--- config.mk ---
export PLATFORM = sky130hd
export DESIGN_NAME = rgb_line_min_max_normalizer
export DESIGN_NICKNAME = d
export VERILOG_FILES = /design/src/rtl/rlmm_pkg.sv /design/src/rtl/rlmm_div.sv /design/src/rtl/rlmm_front.sv /design/src/rtl/rlmm_back.sv /design/src/rtl/rlmm_fifo.sv /design/src/rtl/rgb_line_min_max_normalizer.sv
export SDC_FILE = /design/constraint.sdc
export NUM_CORES = 2
export LEC_CHECK = 0
export ABC_AREA = 1
export BUFFER_PORTS_ARGS = -buffer_cell sky130_fd_sc_hd__buf_4
export CAP_MARGIN = 20
export CORE_MARGIN = 5
export CORE_UTILIZATION = 28
export CTS_CLUSTER_DIAMETER = 40
export DETAILED_ROUTE_END_ITERATION = 8
export PLACE_DENSITY = 0.44
export REMOVE_ABC_BUFFERS = 1
export SYNTH_ARGS = -nofsm -noshare
export SYNTH_HDL_FRONTEND = slang
export SYNTH_SLANG_ARGS = --single-unit
--- constraint.sdc ---
create_clock -name clk -period 17.4 [get_ports clk]
set_input_delay 0.87 -clock clk [delete_from_list [all_inputs] [get_ports clk]]
set_output_delay 0.87 -clock clk [all_outputs]
set_load 0.02 [all_outputs]
--- src/rtl/rlmm_pkg.sv ---
// ----------------------------------------------------------------------------
// rlmm_pkg
// Shared types and constants of the RGB line min-max normalizer.
// ----------------------------------------------------------------------------
package rlmm_pkg;

	// Channel codes; code 3 carries no channel.
	localparam int unsigned NUM_CH = 3;
	localparam logic [1:0] CH_RED   = 2'd0;
	localparam logic [1:0] CH_GREEN = 2'd1;
	localparam logic [1:0] CH_BLUE  = 2'd2;

	localparam logic [2:0] FULL_MASK = 3'h7;

	// Range modes; the unused code behaves as auto.
	localparam logic [1:0] MODE_AUTO      = 2'd0;
	localparam logic [1:0] MODE_FIXED_255 = 2'd1;
	localparam logic [1:0] MODE_FIXED_100 = 2'd2;

	localparam logic signed [15:0] SAMPLE_MAX   = 16'sh7fff;
	localparam logic signed [15:0] SAMPLE_MIN   = 16'sh8000;
	localparam logic signed [15:0] FIXED_HI_255 = 16'sd255;
	localparam logic signed [15:0] FIXED_HI_100 = 16'sd100;
	localparam logic [7:0]         LEVEL_MAX    = 8'd255;

	typedef struct packed {
		logic [1:0]         channel;
		logic signed [15:0] sample_value;
		logic               vector_last;
	} in_t;

	typedef struct packed {
		logic [5:0] pixel_index;
		logic [7:0] red_level;
		logic [7:0] green_level;
		logic [7:0] blue_level;
		logic       line_end;
	} out_t;

	// Store write control from the front end.
	typedef struct packed {
		logic       en;
		logic [1:0] lane;
	} wr_ctl_t;

	// Line job posted by the front end.
	typedef struct packed {
		logic       valid;
		logic [1:0] mode;
	} job_t;

	// Back end status seen by the front end.
	typedef struct packed {
		logic take;
		logic busy;
	} back_stat_t;

endpackage

--- src/rtl/rlmm_div.sv ---
// ----------------------------------------------------------------------------
// rlmm_div
// Restoring divider for one color lane: 8-bit quotient, saturated to 0..255.
// ----------------------------------------------------------------------------
module rlmm_div (
	input  logic               clk,
	input  logic               arst_n,
	input  logic               start,
	input  logic signed [24:0] num,
	input  logic [15:0]        den,
	output logic               busy,
	output logic [7:0]         q
);

	logic        busy_q;
	logic [3:0]  step_q;
	logic [24:0] r_q;
	logic [15:0] den_q;
	logic        neg_q;
	logic        sat_q;
	logic [7:0]  quo_q;
	logic [24:0] trial;
	logic        ge;

	assign trial = {9'b0, den_q} << step_q;
	assign ge    = r_q >= trial;

	always_ff @(posedge clk or negedge arst_n) begin
		if (!arst_n) begin
			busy_q <= 1'b0;
		end else if (start) begin
			busy_q <= 1'b1;
		end else if (busy_q && step_q == 4'd0) begin
			busy_q <= 1'b0;
		end
	end

	// First step only checks for saturation, then one quotient bit a cycle.
	always_ff @(posedge clk) begin
		if (start) begin
			r_q    <= num;
			den_q  <= den;
			neg_q  <= num[24];
			sat_q  <= 1'b0;
			quo_q  <= '0;
			step_q <= 4'd8;
		end else if (busy_q) begin
			if (step_q == 4'd8) begin
				sat_q <= ge;
			end else if (ge) begin
				r_q                <= r_q - trial;
				quo_q[step_q[2:0]] <= 1'b1;
			end
			step_q <= step_q - 4'd1;
		end
	end

	assign busy = busy_q;
	assign q    = neg_q ? 8'd0 : (sat_q ? rlmm_pkg::LEVEL_MAX : quo_q);

endmodule

--- src/rtl/rlmm_front.sv ---
// ----------------------------------------------------------------------------
// rlmm_front
// Input side: per-channel fill counters, lengths and received mask; writes
// the pixel store and posts a line job when all three channels are in.
// ----------------------------------------------------------------------------
module rlmm_front #(
	parameter  int LINE_PIXELS = 64,
	localparam int AW = (LINE_PIXELS > 1) ? $clog2(LINE_PIXELS) : 1,
	localparam int CW = $clog2(LINE_PIXELS + 1)
) (
	input  logic                   clk,
	input  logic                   arst_n,
	input  logic                   push,
	output logic                   full,
	input  rlmm_pkg::in_t          sample,
	input  logic [1:0]             range_mode,
	output rlmm_pkg::wr_ctl_t      st_wr,
	output logic [AW-1:0]          st_addr,
	output logic signed [15:0]     st_data,
	output rlmm_pkg::job_t         job,
	output logic [CW-1:0]          job_width,
	input  rlmm_pkg::back_stat_t   back_stat
);

	logic [CW-1:0] fill_q [rlmm_pkg::NUM_CH];
	logic [CW-1:0] len_q  [rlmm_pkg::NUM_CH];
	logic [2:0]    mask_q;
	rlmm_pkg::job_t job_q;
	logic [CW-1:0] job_width_q;

	logic          accept;
	logic          last;
	logic [2:0]    hit;
	logic [2:0]    room;
	logic [CW-1:0] fill_inc [rlmm_pkg::NUM_CH];
	logic [CW-1:0] fill_nx  [rlmm_pkg::NUM_CH];
	logic [CW-1:0] len_nx   [rlmm_pkg::NUM_CH];
	logic [2:0]    mask_nx;
	logic [CW-1:0] width_01;
	logic [CW-1:0] width_nx;
	logic          complete;

	assign full   = job_q.valid | back_stat.busy;
	assign accept = push & ~full;
	assign last   = sample.vector_last;

	always_comb begin
		st_addr = '0;
		for (int c = 0; c < rlmm_pkg::NUM_CH; c++) begin
			hit[c]      = accept && (sample.channel == 2'(c));
			room[c]     = fill_q[c] < CW'(LINE_PIXELS);
			fill_inc[c] = fill_q[c] + CW'(room[c]);
			fill_nx[c]  = hit[c] ? (last ? '0 : fill_inc[c]) : fill_q[c];
			len_nx[c]   = (hit[c] && last) ? fill_inc[c] : len_q[c];
			if (hit[c]) begin
				st_addr = fill_q[c][AW-1:0];
			end
		end
		mask_nx  = mask_q | ({3{last}} & hit);
		width_01 = (len_nx[1] < len_nx[0]) ? len_nx[1] : len_nx[0];
		width_nx = (len_nx[2] < width_01) ? len_nx[2] : width_01;
		complete = (|hit) && last && (mask_nx == rlmm_pkg::FULL_MASK) && (width_nx != '0);
	end

	// Drop elements past the end of the line.
	assign st_wr.en   = |(hit & room);
	assign st_wr.lane = sample.channel;
	assign st_data    = sample.sample_value;

	always_ff @(posedge clk or negedge arst_n) begin
		if (!arst_n) begin
			for (int c = 0; c < rlmm_pkg::NUM_CH; c++) begin
				fill_q[c] <= '0;
				len_q[c]  <= '0;
			end
			mask_q      <= '0;
			job_q       <= '0;
			job_width_q <= '0;
		end else begin
			if (accept) begin
				for (int c = 0; c < rlmm_pkg::NUM_CH; c++) begin
					fill_q[c] <= fill_nx[c];
					len_q[c]  <= len_nx[c];
				end
				mask_q <= complete ? '0 : mask_nx;
			end
			if (complete) begin
				job_q.valid <= 1'b1;
				job_q.mode  <= range_mode;
				job_width_q <= width_nx;
			end else if (back_stat.take) begin
				job_q.valid <= 1'b0;
			end
		end
	end

	assign job       = job_q;
	assign job_width = job_width_q;

endmodule

--- src/rtl/rlmm_back.sv ---
// ----------------------------------------------------------------------------
// rlmm_back
// Output side: pixel store, min-max scan and per-pixel scaling through three
// serial divider lanes.
// ----------------------------------------------------------------------------
module rlmm_back #(
	parameter  int LINE_PIXELS = 64,
	localparam int AW = (LINE_PIXELS > 1) ? $clog2(LINE_PIXELS) : 1,
	localparam int CW = $clog2(LINE_PIXELS + 1)
) (
	input  logic                   clk,
	input  logic                   arst_n,
	input  rlmm_pkg::wr_ctl_t      st_wr,
	input  logic [AW-1:0]          st_addr,
	input  logic signed [15:0]     st_data,
	input  rlmm_pkg::job_t         job,
	input  logic [CW-1:0]          job_width,
	output rlmm_pkg::back_stat_t   back_stat,
	output logic                   res_push,
	output rlmm_pkg::out_t         res,
	input  logic                   res_full
);

	typedef enum logic [5:0] {
		S_IDLE = 6'b000001,
		S_SCAN = 6'b000010,
		S_PREP = 6'b000100,
		S_READ = 6'b001000,
		S_LOAD = 6'b010000,
		S_DIV  = 6'b100000
	} state_t;

	state_t state_q, state_d;
	logic              scan_v_s1;
	logic [CW-1:0]     width_q;
	logic [CW-1:0]     cnt_q;
	logic [CW-1:0]     pix_q;
	logic signed [15:0] lo_q, hi_q;
	logic [15:0]       range_q;
	logic [15:0]       range_raw;

	logic [AW-1:0]     rd_addr;
	logic signed [15:0] rd_s1 [rlmm_pkg::NUM_CH];
	logic signed [15:0] lo_c, hi_c;
	logic signed [16:0] diff [rlmm_pkg::NUM_CH];
	logic signed [24:0] num  [rlmm_pkg::NUM_CH];
	logic [2:0]        div_busy;
	logic [7:0]        lvl [rlmm_pkg::NUM_CH];
	logic              div_start;
	logic              div_idle;
	logic              last_pix;
	logic              take;
	logic              auto_mode;
	logic              scan_more;

	assign take      = (state_q == S_IDLE) && job.valid;
	assign auto_mode = (job.mode != rlmm_pkg::MODE_FIXED_255) &&
	                   (job.mode != rlmm_pkg::MODE_FIXED_100);
	assign scan_more = cnt_q < width_q;
	assign rd_addr   = (state_q == S_SCAN) ? cnt_q[AW-1:0] : pix_q[AW-1:0];
	assign div_start = state_q == S_LOAD;
	assign div_idle  = div_busy == 3'b000;
	assign last_pix  = pix_q == (width_q - CW'(1));
	assign res_push  = (state_q == S_DIV) && div_idle && !res_full;
	assign range_raw = 16'(hi_q - lo_q);

	// Pixel store: one 16-bit memory per color lane, registered read.
	for (genvar l = 0; l < rlmm_pkg::NUM_CH; l++) begin : g_lane
		logic signed [15:0] lane_mem_q [LINE_PIXELS];

		always_ff @(posedge clk) begin
			if (st_wr.en && st_wr.lane == 2'(l)) begin
				lane_mem_q[st_addr] <= st_data;
			end
			rd_s1[l] <= lane_mem_q[rd_addr];
		end

		assign diff[l] = 17'(rd_s1[l]) - 17'(lo_q);
		assign num[l]  = $signed({diff[l], 8'b0}) - 25'(diff[l]);

		rlmm_div u_div (
			.clk    (clk),
			.arst_n (arst_n),
			.start  (div_start),
			.num    (num[l]),
			.den    (range_q),
			.busy   (div_busy[l]),
			.q      (lvl[l])
		);
	end

	always_comb begin
		lo_c = lo_q;
		hi_c = hi_q;
		for (int l = 0; l < rlmm_pkg::NUM_CH; l++) begin
			if (rd_s1[l] < lo_c) begin
				lo_c = rd_s1[l];
			end
			if (rd_s1[l] > hi_c) begin
				hi_c = rd_s1[l];
			end
		end
	end

	always_comb begin
		state_d = state_q;
		unique case (state_q)
			S_IDLE: begin
				if (job.valid) begin
					state_d = auto_mode ? S_SCAN : S_PREP;
				end
			end
			S_SCAN: begin
				if (!scan_more && !scan_v_s1) begin
					state_d = S_PREP;
				end
			end
			S_PREP: state_d = S_READ;
			S_READ: state_d = S_LOAD;
			S_LOAD: state_d = S_DIV;
			S_DIV: begin
				if (res_push) begin
					state_d = last_pix ? S_IDLE : S_READ;
				end
			end
			default: state_d = S_IDLE;
		endcase
	end

	always_ff @(posedge clk or negedge arst_n) begin
		if (!arst_n) begin
			state_q   <= S_IDLE;
			scan_v_s1 <= 1'b0;
		end else begin
			state_q   <= state_d;
			scan_v_s1 <= (state_q == S_SCAN) && scan_more;
		end
	end

	always_ff @(posedge clk) begin
		unique case (state_q)
			S_IDLE: begin
				if (job.valid) begin
					width_q <= job_width;
					cnt_q   <= '0;
					pix_q   <= '0;
					unique case (job.mode)
						rlmm_pkg::MODE_FIXED_255: begin
							lo_q <= '0;
							hi_q <= rlmm_pkg::FIXED_HI_255;
						end
						rlmm_pkg::MODE_FIXED_100: begin
							lo_q <= '0;
							hi_q <= rlmm_pkg::FIXED_HI_100;
						end
						default: begin
							lo_q <= rlmm_pkg::SAMPLE_MAX;
							hi_q <= rlmm_pkg::SAMPLE_MIN;
						end
					endcase
				end
			end
			S_SCAN: begin
				if (scan_more) begin
					cnt_q <= cnt_q + CW'(1);
				end
				if (scan_v_s1) begin
					lo_q <= lo_c;
					hi_q <= hi_c;
				end
			end
			S_PREP: begin
				range_q <= (range_raw == 16'd0) ? 16'd1 : range_raw;
			end
			S_DIV: begin
				if (res_push) begin
					pix_q <= pix_q + CW'(1);
				end
			end
			default: begin
			end
		endcase
	end

	assign back_stat.take = take;
	assign back_stat.busy = state_q != S_IDLE;

	assign res.pixel_index = 6'(pix_q);
	assign res.red_level   = lvl[0];
	assign res.green_level = lvl[1];
	assign res.blue_level  = lvl[2];
	assign res.line_end    = last_pix;

endmodule

--- src/rtl/rlmm_fifo.sv ---
// ----------------------------------------------------------------------------
// rlmm_fifo
// Two-entry result queue between the back end and the output port.
// ----------------------------------------------------------------------------
module rlmm_fifo (
	input  logic           clk,
	input  logic           arst_n,
	input  logic           push,
	input  rlmm_pkg::out_t din,
	output logic           full,
	input  logic           pop,
	output logic           empty,
	output rlmm_pkg::out_t dout
);

	localparam logic [1:0] DEPTH = 2'd2;

	rlmm_pkg::out_t ent_q [2];
	logic       wp_q;
	logic       rp_q;
	logic [1:0] cnt_q;
	logic       do_push;
	logic       do_pop;

	assign full    = cnt_q == DEPTH;
	assign empty   = cnt_q == 2'd0;
	assign do_push = push & ~full;
	assign do_pop  = pop & ~empty;
	assign dout    = ent_q[rp_q];

	always_ff @(posedge clk) begin
		if (do_push) begin
			ent_q[wp_q] <= din;
		end
	end

	always_ff @(posedge clk or negedge arst_n) begin
		if (!arst_n) begin
			wp_q  <= 1'b0;
			rp_q  <= 1'b0;
			cnt_q <= '0;
		end else begin
			if (do_push) begin
				wp_q <= ~wp_q;
			end
			if (do_pop) begin
				rp_q <= ~rp_q;
			end
			cnt_q <= cnt_q + 2'(do_push) - 2'(do_pop);
		end
	end

endmodule

--- src/rtl/rgb_line_min_max_normalizer.sv ---
// ----------------------------------------------------------------------------
// rgb_line_min_max_normalizer
// Collects a camera line as red, green and blue vectors and emits every pixel
// contrast-stretched to 0..255 over the auto or fixed value range.
// ----------------------------------------------------------------------------
//
//  port group          | handshake        | moves
//  --------------------+------------------+-----------------------------------
//  sample (in)         | push / full      | channel, sample_value, vector_last
//  pixel (out)         | pop / empty      | index, three levels, line_end
//  cfg                 | cfg_wr_en        | range_mode, no read-back
//
//  A plain element leaves full low. The element that completes a line holds
//  full high until the last pixel enters the result queue: the job is handed
//  over, a min-max scan runs over the line (auto mode only), a setup state
//  computes the range, then each pixel is scaled by the 9-step serial
//  dividers run in three parallel lanes.
//  A full result queue stalls the back end in place. Reset clears the fill
//  counters, lengths, the mask and the mode; the store needs no clearing pass.
//
module rgb_line_min_max_normalizer #(
	parameter int LINE_PIXELS = 64
) (
	input  logic           clk,
	input  logic           arst_n,
	input  logic           push,
	output logic           full,
	input  rlmm_pkg::in_t  sample,
	output logic           empty,
	input  logic           pop,
	output rlmm_pkg::out_t pixel,
	input  logic           cfg_wr_en,
	input  logic [1:0]     cfg_wr_data
);

	localparam int AW = (LINE_PIXELS > 1) ? $clog2(LINE_PIXELS) : 1;
	localparam int CW = $clog2(LINE_PIXELS + 1);

	logic [1:0]           range_mode_q;
	rlmm_pkg::wr_ctl_t    st_wr;
	logic [AW-1:0]        st_addr;
	logic signed [15:0]   st_data;
	rlmm_pkg::job_t       job;
	logic [CW-1:0]        job_width;
	rlmm_pkg::back_stat_t back_stat;
	logic                 res_push;
	logic                 res_full;
	rlmm_pkg::out_t       res;

	// Hold the range mode; written only while the block is idle by the user, as the block does not enforce it.
	always_ff @(posedge clk or negedge arst_n) begin
		if (!arst_n) begin
			range_mode_q <= rlmm_pkg::MODE_AUTO;
		end else if (cfg_wr_en) begin
			range_mode_q <= cfg_wr_data;
		end
	end

	// Front end: accept elements, advance fill counters, write the store and
	// post a job once red, green and blue are all in.
	rlmm_front #(
		.LINE_PIXELS (LINE_PIXELS)
	) u_front (
		.clk        (clk),
		.arst_n     (arst_n),
		.push       (push),
		.full       (full),
		.sample     (sample),
		.range_mode (range_mode_q),
		.st_wr      (st_wr),
		.st_addr    (st_addr),
		.st_data    (st_data),
		.job        (job),
		.job_width  (job_width),
		.back_stat  (back_stat)
	);

	// Back end: scan for the range (auto mode only), then scale and transfer pixel by pixel.
	rlmm_back #(
		.LINE_PIXELS (LINE_PIXELS)
	) u_back (
		.clk       (clk),
		.arst_n    (arst_n),
		.st_wr     (st_wr),
		.st_addr   (st_addr),
		.st_data   (st_data),
		.job       (job),
		.job_width (job_width),
		.back_stat (back_stat),
		.res_push  (res_push),
		.res       (res),
		.res_full  (res_full)
	);

	// Result queue decouples the back end from the consumer.
	rlmm_fifo u_fifo (
		.clk    (clk),
		.arst_n (arst_n),
		.push   (res_push),
		.din    (res),
		.full   (res_full),
		.pop    (pop),
		.empty  (empty),
		.dout   (pixel)
	);

`ifndef SYNTHESIS
	a_no_write_while_busy: assert property (@(posedge clk) disable iff (!arst_n)
		back_stat.busy |-> !st_wr.en)
		else $error("store written while the back end reads it");

	a_job_taken: assert property (@(posedge clk) disable iff (!arst_n)
		job.valid && !back_stat.busy |=> back_stat.busy)
		else $error("posted job not taken by idle back end");

	a_full_with_job: assert property (@(posedge clk) disable iff (!arst_n)
		job.valid |-> full)
		else $error("input open while a job is pending");

	a_no_push_when_full: assert property (@(posedge clk) disable iff (!arst_n)
		res_push |-> !res_full)
		else $error("result pushed into a full queue");

	a_idle_after_line: assert property (@(posedge clk) disable iff (!arst_n)
		res_push && res.line_end |=> !back_stat.busy)
		else $error("back end still busy after the line end");
`endif

endmodule
Yosys cells after proc, flatten, opt, wreduce, memory -nomap -nowiden
Memory sizes are Yosys's and may differ from the RTL's.
Cells that the tools add are included.

word-level totals
  memory bits (writable) = 3,182
  memories kept = 5
  ROM bits = 0
  output and inout port bits = 33
  latch bits = 0
  register bits after elaboration = 273
  word-level logic and storage cells = 281
  input port bits = 26

memories
  memory                       words  width  read ports  clocked after memory_dff  write ports  line             source
  u_back.g_lane[0].lane_mem_q  64     16     1           0                         1            rlmm_back.sv:69  logic signed [15:0] lane_mem_q [LINE_PIXELS];
  u_back.g_lane[1].lane_mem_q  64     16     1           0                         1            rlmm_back.sv:69
  u_back.g_lane[2].lane_mem_q  64     16     1           0                         1            rlmm_back.sv:69
  u_fifo.ent_q                 2      31     1           0                         1            rlmm_fifo.sv:18  rlmm_pkg::out_t ent_q [2];
  u_back.rd_s1                 3      16     3           0                         3            rlmm_back.sv:43  logic signed [15:0] rd_s1 [rlmm_pkg::NUM_CH];

operators by class
  shift operators = 3
  add/sub/neg operators = 21
  reduce and logical (&&, ||, !) cells = 67
  magnitude comparators = 21
  divide/modulo/power cells = 0
  bitwise gates (word level) = 18
  multiply operators = 0
  muxes and demuxes = 78
  eq/ne operators = 27

operators with widths
  cell                                        count
  two-way mux 25 bit                          12
  two-way mux 16 bit                          10
  case mux 16 bit (2 select lines)            3
  two-way mux 7 bit                           11
  greater-or-equal comparator 25 bit          3
  << shifter 16 x 4 -> 25 bit                 3
  subtractor 25 x 17 -> 25 bit                3
  subtractor 25 bit                           3
  subtractor 16 x 16 -> 17 bit                3
  greater-than comparator 16 bit              3
  < comparator 16 bit                         3
  two-way mux 8 bit                           6
  two-way mux 6 bit                           7
  case mux 6 bit (6 select lines)             1
  AND reduction 3 bit                         10
  case mux 7 bit (2 select lines)             2
  logical AND 1 bit                           24
  bitwise OR 8 bit                            3
  nonzero test 2 bit                          12
  adder 7 x 1 -> 7 bit                        3
  < comparator 7 bit                          3
  < comparator 7 bit (second input constant)  3
  two-way mux 1 bit                           19
  logical NOT 16 bit                          1
  other kinds (39)                            84

Logic depth before layout (Yosys ltp)
  word-level depth = 14
  depth in mapped cells = 45

Modules after synthesis
Synthesis repeated with hierarchy kept, for this count alone.

unflattened totals
  cells, all modules = 13,349
  area total of the unflattened synthesis = 152,550.1 um^2

by module, submodules not included
  module                                  seq. area each (um^2)  cells an instance  area an instance (um^2)  times used
  rlmm_back                               95,457.8               10,738             132,901.2                1
  rlmm_div at u_back.g_lane[0].u_div ...  1,546.5                659                4,538.1                  2
  rlmm_div at u_back.g_lane[2].u_div      1,546.5                671                4,578.1                  1
  rlmm_front                              1,376.3                417                3,345.7                  1
  rlmm_fifo                               1,961.9                196                2,572.5                  1
  rgb_line_min_max_normalizer             50.0                   9                  76.3                     1

Least setup slack after synthesis
OpenSTA, ideal clock, no wires.

  kind = register to register
  start = register u_back.hi_q[1]
  end = register u_back.hi_q[15] (data pin)
  library setup time = 0.258 ns
  clock period less this slack = 5.912 ns
  data arrival time = 5.654 ns
  stages on the path, launching flop included = 40
  required time = 17.142 ns
  slack = 11.488 ns
  cell sequence = edfxtp_1 > inv_1 > ha_1 > inv_1 > nor2_1 > nor2_1 > o21a_1 > o221ai_1 > nand2_1 > a21o_1 > nand3_1 > clkbuf_1 > clkbuf_1 > nand2_1 > o21ai_0 > inv_1 > ha_1 > a21oi_1 > (+4 left out) > nand2_1 > clkbuf_1 > nand3_1 > and2_1 > ha_1 > nand2_1 > inv_1 > a221oi_1 > nor2_1 > o21bai_1 > a31oi_1 > a2111oi_0 > o21ai_0 > o211ai_1 > clkbuf_1 > nand3_1 > nand2_1 > nand2_1

between the ends
  cells in the longest elaborated chain, start to end = 8

RTL lines
  element                               line              source
  start: declaration                    rlmm_back.sv:38   logic signed [15:0] lo_q, hi_q;
  start signal: assignment              rlmm_back.sv:150  hi_q <= rlmm_pkg::FIXED_HI_255;
  start signal: assignment              rlmm_back.sv:154  hi_q <= rlmm_pkg::FIXED_HI_100;
  start signal: assignment              rlmm_back.sv:158  hi_q <= rlmm_pkg::SAMPLE_MIN;
  greater-than comparator 16 bit        rlmm_back.sv:99   if (rd_s1[l] > hi_c) begin
  two-way mux 16 bit (*)                rlmm_back.sv:99
  greater-than comparator 16 bit        rlmm_back.sv:99
  two-way mux 16 bit (*)                rlmm_back.sv:99
  greater-than comparator 16 bit        rlmm_back.sv:99
  two-way mux 16 bit (*)                rlmm_back.sv:99
  two-way mux 16 bit (*)                rlmm_back.sv:167  if (scan_v_s1) begin
  case mux 16 bit (2 select lines) (*)  rlmm_back.sv:141  unique case (state_q)

Every way passes the cells marked *; elsewhere a longest branch is shown, timed or not. The select of a mux whose other input is x is not followed.
A chain may end at the register's enable or synchronous reset.

==> qor.csv <==
stage,metric,value,unit
route,top routing layer used,met5,
critical_path,arrival time at the worst endpoint,8.64,ns
timing,share of the clock period used by the worst path,0.4429,
global_routing,global-route wire length before repair,728600,um
clocking,CTS buffer count,559,
route,number of iterations in the first detailed-routing pass,7,
yosys,combinational family with the most area after synthesis,compound AO/OA/AOI/OAI gates,
outcome,status,"complete, no violations",
yosys,Post-Syn Instances,12816,
yosys,"Primary FF master, synth",edfxtp_1,
die,floorplan die width,739.5,um
critical_path,type of element launching the critical path,flip-flop,
route,via count of the routed design,103023,
critical_path,data required time at the worst endpoint,18.33,ns
cells_and_area,Post-Route Utilization,0.3355,
die,area of the core,531500,sq um
yosys,unique cell type count in the Yosys netlist,62,
route,total routed wirelength,508500,um
clocking,clock root buffer,clkbuf_16,
clocking,number of levels the H-tree was split into,6,
timing,Slew Limit Fails,0,
route,Avg Vias per Cell,5.035,
route,routed length on met2,237800,um
timing,maximum clock rate,0.1298,GHz
power,power per cell area,217.9,nW/um^2
yosys,top post-synthesis cells by area,"edfxtp_1, o21ai_0, nor2_1, o22ai_1, ha_1",
clocking,number of clock sinks seen by CTS,3455,
route,DRC marker count from the first detailed-route iteration,9057,
yosys,yosys warns,0,
hold_path,path category of the worst min-delay check,in -> reg,
yosys,portion of synthesized cell area occupied by the leading cell type,0.6643,
critical_path,max incr delay on CP,0.74,ns
die,total number of placement rows,268,
die,y dimension of the die,739.5,um
place,HPWL after DPL,304900,um
critical_path,worst setup path class,reg -> reg,
yosys,"synthesized-area fraction occupied by ao, oa, aoi and oai cells",0.1419,
global_routing,pin count of the biggest net entering global routing,157,
cells_and_area,synthesis-to-layout area growth,19.66,%
critical_path,largest delay contributor family on the critical path,buffers and inverters,
global_routing,total grt overflow,0,
die,die outline area,546900,sq um
place,"Cell Area, Placed",158800,sq um
global_routing,global-route total usage across every layer,0.1780,
clocking,number of post-CTS setup repair buffers,0,
yosys,synthesized area divided by synthesized cell count,11.63,sq um
route,Metal-1 WL,227200,um
job,max-capacitance violation count,0,
place,weighted congestion at the end of routability-driven global placement,0.8214,
global_routing,initial antenna violation count,11,
yosys,simple-gate portion of the synthesized area,0.1004,
critical_path,kind of end point of the critical path,flip-flop,
yosys,"Seq/Total Area, Yosys",0.6880,
yosys,"arithmetic-cell share of the synthesized area counting full adders, half adders and majority gates",0.02630,
route,detail-routed net length per standard cell,24.85,um
die,number of top-level design ports,59,
timing,unrepaired setup endpoints after global routing,no,
timing,Final min period,7.706,ns
power,total power draw,38.85,mW
timing,number of hold-slack violations in the final timing report,0,
cells_and_area,sequential standard cell area,102500,sq um
critical_path,"Cell Chain, Critical Path",nor2_4 > inv_1 > nor4_2 > buf_4 > inv_1 > nor2_1 > inv_1 > nand2_4 > buf_12 > buf_4 > buf_4 > buf_4 > buf_4 > o21ai_0 > o22ai_1 > o21ai_0 > o221ai_1 > nand3_1 > nand2_1,
clocking,clock latency on the worst-skew pair,1.05,ns
yosys,cell type with the highest aggregate area in the netlist,edfxtp_1,
route,number of nets with antenna violations after detailed routing,0,
clocking,number of buffers on the longest clock path,4,
yosys,post-synthesis instance area,149000,sq um
timing,Setup Total Neg Slack,0,ns
cells_and_area,Post-Layout Inst Area,178300,sq um
critical_path,CP max-delay cell,buf_4,
yosys,Post-Synth XOR/XNOR Area,0.007581,
route,DRC viols,0,
die,starting density of the core,0.2804,
critical_path,critical-path maximum fanout,133,
yosys,mux contribution to synthesized area,0.001763,
yosys,flip-flop and latch count after synthesis,3455,
cells_and_area,fraction of final layout cells with drive strength greater than 1,0.1146,
timing,transition time at the pin with the least slew margin,1.258,ns
clocking,clock tree from TritonCTS,built,
power,maximum resistive drop on vdd,0.2312,mV
yosys,proportion of register bits with asynchronous set or reset after synthesis,0.02055,
cells_and_area,number of nets at the end of the flow,13302,
cells_and_area,count of fill cells added during filler insertion,52654,
power,cell leakage power,60.19,nW
timing,largest clock skew in the final design,0.1029,ns
timing,total setup violations reported at the end of the flow,0,
yosys,number of synthesized flops with an enable pin,3297,
route,DR WL met3,26950,um
timing,Worst slew margin,0.1613,
clocking,Clock Pin Slew Worst Setup and Hold Paths,0.05,ns
cells_and_area,area of the multi-input gates,42160,sq um
critical_path,library cell appearing most often on the critical path,buf_4,
critical_path,count of buffer and inverter cells on the critical path,9,
place,count of buffers from port buffering,58,
global_routing,via count of the first global-routing pass,99738,
==> flip-flops by register name, indices dropped and copies added (netlist names), 12 cells and up <==
| name | count |
|---|---|
| u_front.len_q | 21 |
| u_back.lo_q | 16 |
| u_back.g_lane.lane_mem_q | 3072 |
| u_back.g_lane.u_div.step_q | 12 |
| u_back.g_lane.u_div.r_q | 75 |
| u_back.g_lane.u_div.den_q | 16 |
| u_back.hi_q | 16 |
| u_fifo.ent_q | 62 |
| u_back.rd_s1 | 48 |
| u_back.range_q | 16 |
| u_front.fill_q | 21 |
| u_back.g_lane.u_div.quo_q | 24 |
==> report_power, final <==
part           leakage [nW]  switching [mW]  internal, mW
combinational          19.5            12.3          5.09
clock                  9.35            4.22          7.19
sequential             31.3           0.398          9.67
==> cells in the mapped netlist, types with 29 or more instances <==
library cell and n:
a21oi_1 325, buf_1 33, buf_2 35, clkbuf_1 722, dfrtp_1 70, dfxtp_1 87, edfxtp_1 3297, ha_1 302
inv_1 530, nand2_1 952, nand3_1 270, nand4_1 43, nor2_1 2341, nor3_1 56, o21ai_0 2311, o21bai_1 31
o221ai_1 194, o22ai_1 792, or2_2 29, xnor2_1 39, xor2_1 90
==> cell type report <==
type                    instances  area share
flip-flops and latches       3455      0.5749
repair buffers                383     0.01890
well taps                    7020     0.04925
clock buffers                 642     0.08165
clock inverters               385     0.02708
diodes                          9   0.0001263
multi-input cells            8025      0.2364
inverters                     543     0.01165
==> worst reg2reg max path, stage by stage (launching register included) <==
cell	delay, ns
dfrtp_1	0.43
nor2_4	0.18
inv_1	0.09
nor4_2	0.21
buf_4	0.47
inv_1	0.53
nor2_1	0.27
inv_1	0.10
nand2_4	0.45
buf_12	0.47
buf_4	0.92
buf_4	0.60
buf_4	0.76
buf_4	0.84
o21ai_0	0.23
o22ai_1	0.20
o21ai_0	0.09
o221ai_1	0.22
nand3_1	0.37
nand2_1	0.21
==> stage by stage <==
step | hold WS, ns | setup slack, ns | instances
6_report | 0.1148 | 9.694 | 20462
5_1_grt | 0.06007 | 9.069 | 20455
4_1_cts | 0.02856 | 9.700 | 20448
3_5_place_dp | 0.4045 | 9.730 | 19420
3_3_place_gp | 0.4062 | 9.725 | 19393
2_1_floorplan | 0.4003 | -77.33 | 12023
==> cells in the final DEF (no fill, tap or decap), types with 270 or more instances in the layout <==
cell / count
edfxtp_1: 3297
o21ai_0: 2307
nor2_1: 2166
nand2_1: 948
o22ai_1: 792
clkbuf_16: 567
inv_1: 524
buf_4: 328
a21oi_1: 324
ha_1: 302
nand3_1: 270
==> per-layer routing <==
metal,vias up,track usage
met5,-,0
met4,2,0.05551
met3,748,0.02355
met2,2873,0.2918
met1,51996,0.2446
li1,47404,-
==> worst paths after layout <==
| kind | to | startpoint | slack [ns] | cells past startpoint |
|---|---|---|---|---|
| max | u_back.rd_s1[0][17]$_DFF_P_ | u_back.state_q[5]$_DFFE_PN0P_ | 9.69 | 19 |
| min | range_mode_q[1]$_DFFE_PN0P_ | cfg_wr_data[1] | 0.11 | 2 |
| max reg2reg | u_back.rd_s1[0][17]$_DFF_P_ | u_back.state_q[5]$_DFFE_PN0P_ | 9.69 | 19 |
| min reg2reg | u_back.g_lane[0].u_div.den_q[10]$_DFFE_PP_ | u_back.range_q[10]$_SDFFCE_PN0P_ | 0.42 | 0 |
| max in group asynchronous | u_front.len_q[13]$_DFFE_PN0P_ | arst_n | 15.92 | 3 |
| min in group asynchronous | u_back.g_lane[2].u_div.busy$_DFFE_PN0P_ | arst_n | 0.30 | 2 |
==> logic make-up (layout without fill, tap and decap cells) <==
logic type | count (synthesis) | after routing
AOI/OAI and AO/OA | 3800 | 3800
xor gates and xnor gates | 129 | 129
adders and majority gates | 309 | 309
buffers and inverters | 1336 | 1953
DFF | 3455 | 3455
muxes | 26 | 26
other | 0 | 9
and+or+nand+nor | 3761 | 3761
==> timing repair <==
| item | in CTS | in global routing |
|---|---|---|
| gates resized for setup | 0 | 0 |
| hold endpoints to repair | 9 | 0 |
| hold buffers | 1 | 0 |
(Power assumes the default switching activity.)
